### src/sv/tmcw_pkg.sv
// Shared types and constants for the text-mode console writer.
`timescale 1ns / 1ps
package tmcw_pkg;

	// Request codes
	localparam logic [1:0] REQ_PUT   = 2'd0;
	localparam logic [1:0] REQ_READ  = 2'd1;
	localparam logic [1:0] REQ_CLEAR = 2'd2;

	// Control characters
	localparam logic [7:0] CH_NL  = 8'h0A;
	localparam logic [7:0] CH_TAB = 8'h09;
	localparam logic [7:0] CH_BS  = 8'h08;

	// Blank cell contents
	localparam logic [7:0] BLANK_CHAR  = 8'h20;
	localparam logic [7:0] BLANK_STYLE = 8'h07;

	// Backspace only acts above this column
	localparam int BS_MIN_COL = 2;

	// Datapath operations issued by the controller
	typedef enum logic [2:0] {
		CMD_NONE,
		CMD_LOAD,
		CMD_PUT,
		CMD_READ,
		CMD_CLEAR,
		CMD_SCR_RD,
		CMD_SCR_WR,
		CMD_FILL
	} cmd_t;

	typedef struct packed {
		cmd_t cmd;
		logic out_load;
	} ctl_t;

	typedef struct packed {
		logic [1:0] req;
		logic       overflow;
		logic       scr_last;
		logic       fill_last;
		logic       out_free;
	} sts_t;

endpackage

### src/sv/tmcw_ctrl.sv
// Controller: sequences each request, the scroll copy and the blanking sweeps.
`timescale 1ns / 1ps
module tmcw_ctrl import tmcw_pkg::*; (
	input  logic clk,
	input  logic arst_n,
	input  logic in_valid,
	output logic in_ready,
	input  sts_t sts,
	output ctl_t ctl
);

	typedef enum logic [2:0] {
		ST_IDLE,
		ST_EXEC,
		ST_SCR_RD,
		ST_SCR_WR,
		ST_FILL,
		ST_DONE
	} state_t;

	state_t state_q;
	logic   pend_q;

	assign in_ready = (state_q == ST_IDLE);

	// Commands for the current state
	always_comb begin
		ctl.cmd      = CMD_NONE;
		ctl.out_load = 1'b0;
		case (state_q)
			ST_IDLE:   ctl.cmd = in_valid ? CMD_LOAD : CMD_NONE;
			ST_EXEC: begin
				case (sts.req)
					REQ_PUT:   ctl.cmd = CMD_PUT;
					REQ_READ:  ctl.cmd = CMD_READ;
					REQ_CLEAR: ctl.cmd = CMD_CLEAR;
					default:   ctl.cmd = CMD_NONE;
				endcase
			end
			ST_SCR_RD: ctl.cmd = CMD_SCR_RD;
			ST_SCR_WR: ctl.cmd = CMD_SCR_WR;
			ST_FILL:   ctl.cmd = CMD_FILL;
			ST_DONE:   ctl.out_load = sts.out_free;
			default:   ctl.cmd = CMD_NONE;
		endcase
	end

	// Advance the state; reset starts with a blanking sweep
	always_ff @(posedge clk or negedge arst_n) begin
		if (!arst_n) begin
			state_q <= ST_FILL;
			pend_q  <= 1'b0;
		end else begin
			case (state_q)
				ST_IDLE: begin
					if (in_valid) begin
						state_q <= ST_EXEC;
					end
				end
				ST_EXEC: begin
					case (sts.req)
						REQ_PUT:   state_q <= sts.overflow ? ST_SCR_RD : ST_DONE;
						REQ_CLEAR: begin
							state_q <= ST_FILL;
							pend_q  <= 1'b1;
						end
						default:   state_q <= ST_DONE;
					endcase
				end
				ST_SCR_RD: state_q <= ST_SCR_WR;
				ST_SCR_WR: begin
					if (sts.scr_last) begin
						state_q <= ST_FILL;
						pend_q  <= 1'b1;
					end else begin
						state_q <= ST_SCR_RD;
					end
				end
				ST_FILL: begin
					if (sts.fill_last) begin
						state_q <= pend_q ? ST_DONE : ST_IDLE;
						pend_q  <= 1'b0;
					end
				end
				ST_DONE: begin
					if (sts.out_free) begin
						state_q <= ST_IDLE;
					end
				end
				default: state_q <= ST_IDLE;
			endcase
		end
	end

endmodule

### config.mk
export PLATFORM = sky130hd
export DESIGN_NAME = tmcw_ctrl
export DESIGN_NICKNAME = d
export VERILOG_FILES = /design/src/sv/tmcw_pkg.sv /design/src/sv/tmcw_ctrl.sv
export SDC_FILE = /design/constraint.sdc
export NUM_CORES = 1
export LEC_CHECK = 0
export ABC_AREA = 1
export BUFFER_PORTS_ARGS = -buffer_cell sky130_fd_sc_hd__buf_4
export CORE_AREA = 2 2 39 41
export DETAILED_ROUTE_END_ITERATION = 8
export DIE_AREA = 0 0 41 43
export SLEW_MARGIN = 5
export SYNTH_ARGS = -nofsm -noshare
export SYNTH_HDL_FRONTEND = slang
export SYNTH_SLANG_ARGS = --single-unit
### constraint.sdc
create_clock -name clk -period 2 [get_ports clk]
set_input_delay 0.1 -clock clk [delete_from_list [all_inputs] [get_ports clk]]
set_output_delay 0.1 -clock clk [all_outputs]
set_load 0.01 [all_outputs]
# Word-level counts from Yosys, hierarchy flattened
# Index checks and enable logic that the tools add are counted.
[word_totals] output_inout_bits=5 inputBits=9 word_cells=35 ff_bits=4
[op_classes] n_reduce_logical=5 muxes=16 eq_ne=12
[op_table] cell="3-bit 2-to-1 mux" n=6
[op_table] cell="3-bit case mux with 6 select lines" n=1
[op_table] cell="3-bit case mux with 5 select lines" n=1
[op_table] cell="2-bit inequality test (second input constant)" n=5
[op_table] cell="3-bit case mux with 3 select lines" n=1
[op_table] cell="3-bit by 2-bit == test with 1-bit output (second input constant)" n=2
[op_table] cell="3-bit == test (second input constant)" n=2
[op_table] cell="3-bit case mux with 2 select lines" n=1
[op_table] cell="1-bit 2-to-1 mux" n=5
[op_table] cell="4-bit AND reduction" n=1
[op_table] cell="3-bit by 1-bit == test with 1-bit output (second input constant)" n=1
[op_table] cell="3-bit zero test" n=1
[op_table] cell="1-bit case mux with 3 select lines" n=1
[op_table] cell="3-bit AND reduction" n=1
[op_table] cell="3-bit nonzero test" n=1
[op_table] cell="2-bit by 1-bit == test with 1-bit output (second input constant)" n=1
[op_table] cell="2-bit == test (second input constant)" n=1
[op_table] cell="2-bit zero test" n=1

# Depth between registers and ports, before layout
[logic_depth] word_depth=3 ltp_mapped=8 mapped_depth_nobuf=8

# Worst setup path after synthesis
# OpenSTA, ideal clock, no wires.
[synth_path] path_kind="flip-flop to output port" startpoint="register state_q[2]" endpoint="output ctl[0] (netlist bit)" path_stages_with_launch=3 path_buffers=0 path_slack_ns=0.861 t_arrival_ns=1.039 t_required_ns=1.900 path_cell_list="dfstp_2 inv_1 nor4_1"
[synth_lines] element="start: declaration" line_no="tmcw_ctrl.sv:21" rtl="state_t state_q;"
[synth_lines] element="start signal: assignment" line_no="tmcw_ctrl.sv:62" rtl="REQ_PUT: state_q <= sts.overflow ? ST_SCR_RD : ST_DONE;"
[synth_lines] element="start signal: assignment" line_no="tmcw_ctrl.sv:81" rtl="state_q <= pend_q ? ST_DONE : ST_IDLE;"
[synth_lines] element="end: declaration" line_no="tmcw_ctrl.sv:9" rtl="output ctl_t ctl"

==> impl.org <==
** Power
- Of the total power, the share spent switching nets is 0.475.
- Of the total power, combinational logic draws 0.623.
- Part of the power in the clock network :: 0.137
- Leak Pwr :: 0.287 nW
- Cell internal power was estimated by the tool at 412 uW.
- Worst supply voltage drop on vdd :: 0.000483 V
- The analysis attributes to net switching a power of 373 uW.
- Dividing total power by cell area gives a power density of 1490 mW/mm^2.
- Sequential share of power :: 0.240

** Setup path
- Data required, critical path :: 1.90 ns
- The worst setup path is launched from a register.
- Data on the critical path arrives at its endpoint at 1.43 ns.
- Startpoint-to-endpoint class of the critical path :: reg2out
- Maximum fanout along the worst path :: 11
- STA classifies the critical path endpoint as an output port.

** Yosys
- For this run, the number of Yosys warnings is 0.
- Number of distinct library cells after synthesis :: 17
- Counting flops with an async set or reset pin after synthesis yields a share of 1.00.
- Synthesis produced 63 cells.
- Total nets after synthesis :: 72
- Of the post-synthesis cell area, the dominant cell type holds 0.196.
- In the post-synthesis netlist, the cell with the most instances is sky130_fd_sc_hd__nand2_1.
- Avg Synthesized Cell Area :: 6.08 sq um
- By count the netlist is led by sky130_fd_sc_hd__nand2_1, sky130_fd_sc_hd__nand3_1, sky130_fd_sc_hd__inv_1.
- EDFF count, synth :: 0
- Summed over all instances, the cell type with the most area after synthesis is sky130_fd_sc_hd__dfrtp_1.
- Leading register cell type out of synthesis :: sky130_fd_sc_hd__dfrtp_1
- Seq/Total Area, Yosys :: 0.265
- Flip-flop and latch count after synthesis :: 4
- Synth top area cells :: sky130_fd_sc_hd__dfrtp_1, sky130_fd_sc_hd__nand2_1, sky130_fd_sc_hd__nand3_1
- Cell area after synthesis :: 383 sq um

** STA
- The final hold violation count came to 0.
- In this run the tightest slew margin relative to its limit is 0.806.
- Total of endpoints with negative setup slack in the final report :: 0
- Final worst slack :: 0.466 ns
- Final worst clock skew :: 0.00905 ns
- Setup TNS :: 0 ns
- The final count of pins violating max slew is 0.
- RSZ-0062 raised after global routing :: no
- Post-route fraction of the period consumed by the critical path :: 0.767
- For the pin with the worst max-slew slack, the measured transition is 0.292 ns.
- The worst path in the final design needs a cycle of 1.53 ns, including I/O delays and setup.
- Static timing analysis puts the maximum clock frequency at 0.652 GHz.

** Clock network
- The later pin in the worst-skew pair is clocked with a latency of 0.23 ns.
- Maximum count of clock buffers along a single path :: 2
- Clock-pin slew was measured on the worst setup and hold paths at 0.04 ns.
- Count of H-tree levels built during CTS :: 1
- In this run, CTS created clock tree buffers numbering 3.
- TritonCTS clock tree :: yes
- The number of setup buffers added after CTS is 0.
- Clock tree root buffer cell :: sky130_fd_sc_hd__clkbuf_4
- TritonCTS Sinks :: 4

** Global route
- The number of global-route vias before repair is 407.
- Gr usage total :: 0.134
- Total gr overflow :: 0
- Wire length of the first global-routing pass :: 1660 um
- Entering global routing, the biggest net connects 12 pins.
- Antenna violations before repair :: 0

** Place
- Pre-CTS WS :: 0.707 ns
- Detailed placement finished with a half-perimeter wire length of 738 um.
- Input/output buffers :: 13
- The congestion estimate from routability-driven global placement came to 0.835.

** Floorplanning
- For this configuration, the core starts out at a cell density of 0.277.
- The die is 41 um wide.
- The die covers 0.00176 sq mm.
- Area inside the core boundary :: 0.00138 sq mm
- Core Rows :: 14
- In this run the vertical extent of the chip is 43 um.
- 14 I/O pins were placed.

** Drt
- Initial DRC Count :: 9
- Once detail routing completed, the nets flagged for antenna violations numbered 0.
- The pre-antenna-repair detailed-routing pass consisted of 4 iterations.
- For this block, the routed nets add up to 894 um of wire.
- For this block, the via count after detailed routing is 442.
- Average routed wire per standard cell :: 9.31 um
- After detailed routing, the number of remaining DRC violations is 0.
- Number of vias per cell after detailed routing :: 4.60

** Min path
- Class of the tightest hold or removal check :: in2reg

** Final layout
- The area growth from synthesis to layout is 37.3%.
- Of the cells placed in the final design, the portion with a size suffix greater than 1 is 0.325.
- Net count, final :: 90
- The repair_antennas step left the layout with diodes totalling 0.
- Final core utilization :: 0.380

** Status
- The run finished with clean final reports.

** Flow run
- Max-cap violation count :: 0
==> cell usage in the layout, fill, tap and decap left out, drive strengths merged <==
| cell type | synthesis | routed |
|---|---|---|
| a31oi | 1 | 1 |
| buf | 1 | 13 |
| clkbuf | 0 | 4 |
| dfrtp | 3 | 3 |
| dfstp | 1 | 1 |
| dlygate4sd3 | 0 | 1 |
| inv | 10 | 10 |
| nand2 | 21 | 21 |
| nand3 | 12 | 12 |
| nand3b | 1 | 1 |
| nor2 | 7 | 7 |
| nor3 | 1 | 1 |
| nor4 | 1 | 1 |
| o211ai | 1 | 1 |
| o21ai | 3 | 3 |
==> power groups by stage <==
| stage | Sequential, mW | Clock [mW] | Combinational, mW |
|---|---|---|---|
| 3_5_place_dp | 0.188 | 0 | 0.486 |
| 6_report | 0.188 | 0.107 | 0.489 |
| 5_1_grt | 0.198 | 0.122 | 0.557 |
| 2_1_floorplan | 0.159 | 0 | 0.367 |
| 4_1_cts | 0.188 | 0.112 | 0.494 |
| 3_3_place_gp | 0.187 | 0 | 0.494 |
==> kinds of logic after synthesis <==
family	count (synthesis)	share of synthesized area
AOI/OAI and AO/OA	5	0.0752
buffers and inverters	11	0.127
DFF	4	0.265
and+or+nand+nor	43	0.533
==> per-stage QoR <==
stage / cell area, sq um / std cells / hold WS [ns] / power [mW]
floorplan: 383 / 63 / -0.196 / 0.526
global placement: 489 / 91 / -0.104 / 0.681
detailed placement: 489 / 91 / -0.103 / 0.675
CTS: 526 / 96 / 0.184 / 0.794
global route: 526 / 96 / 0.209 / 0.876
finish: 526 / 96 / 0.187 / 0.784
==> path summary, 6_finish.rpt <==
kind / from / end / slack, ns / cells after the start
min reg2reg: pend_q$_DFFE_PN0P_ / pend_q$_DFFE_PN0P_ / 0.48 / 2
max in group asynchronous: arst_n / state_q[2]$_DFFE_PN1P_ / 1.59 / 2
max: state_q[2]$_DFFE_PN1P_ / ctl[0] / 0.47 / 3
max reg2reg: state_q[2]$_DFFE_PN1P_ / pend_q$_DFFE_PN0P_ / 0.72 / 7
min in group asynchronous: arst_n / state_q[0]$_DFFE_PN0P_ / 0.21 / 2
min: sts[0] / state_q[0]$_DFFE_PN0P_ / 0.19 / 4
==> area by class of cell <==
type / count / area (sq um)
fillers: 150 / 858
repair buffers: 14 / 108
well taps: 16 / 20.0
clock buffers: 4 / 26.3
multi-input cells: 48 / 233
inverters: 10 / 37.5
flip-flops and latches: 4 / 101
==> layer usage <==
layer / up-vias / share of wire / track usage
met5: - / 0 / 0
met4: 0 / 0 / 0.0200
met3: 0 / 0.038 / 0.0471
met2: 10 / 0.49 / 0.203
met1: 196 / 0.47 / 0.183
li1: 236 / - / -
==> registers in the layout (all words and copies together) (netlist names) <==
register	count
state_q	3
pend_q	1
==> worst max-delay path, stage by stage, from the launching register on <==
cell and delay, ns:
sky130_fd_sc_hd__dfstp_2 0.63, sky130_fd_sc_hd__inv_1 0.13, sky130_fd_sc_hd__nor4_1 0.28, sky130_fd_sc_hd__buf_4 0.17
==> timing repair <==
item,in CTS,in global routing
resized for setup,0,0
hold endpoints to repair,4,0
hold buffers,1,0
Power figures use the tool's default switching activity.
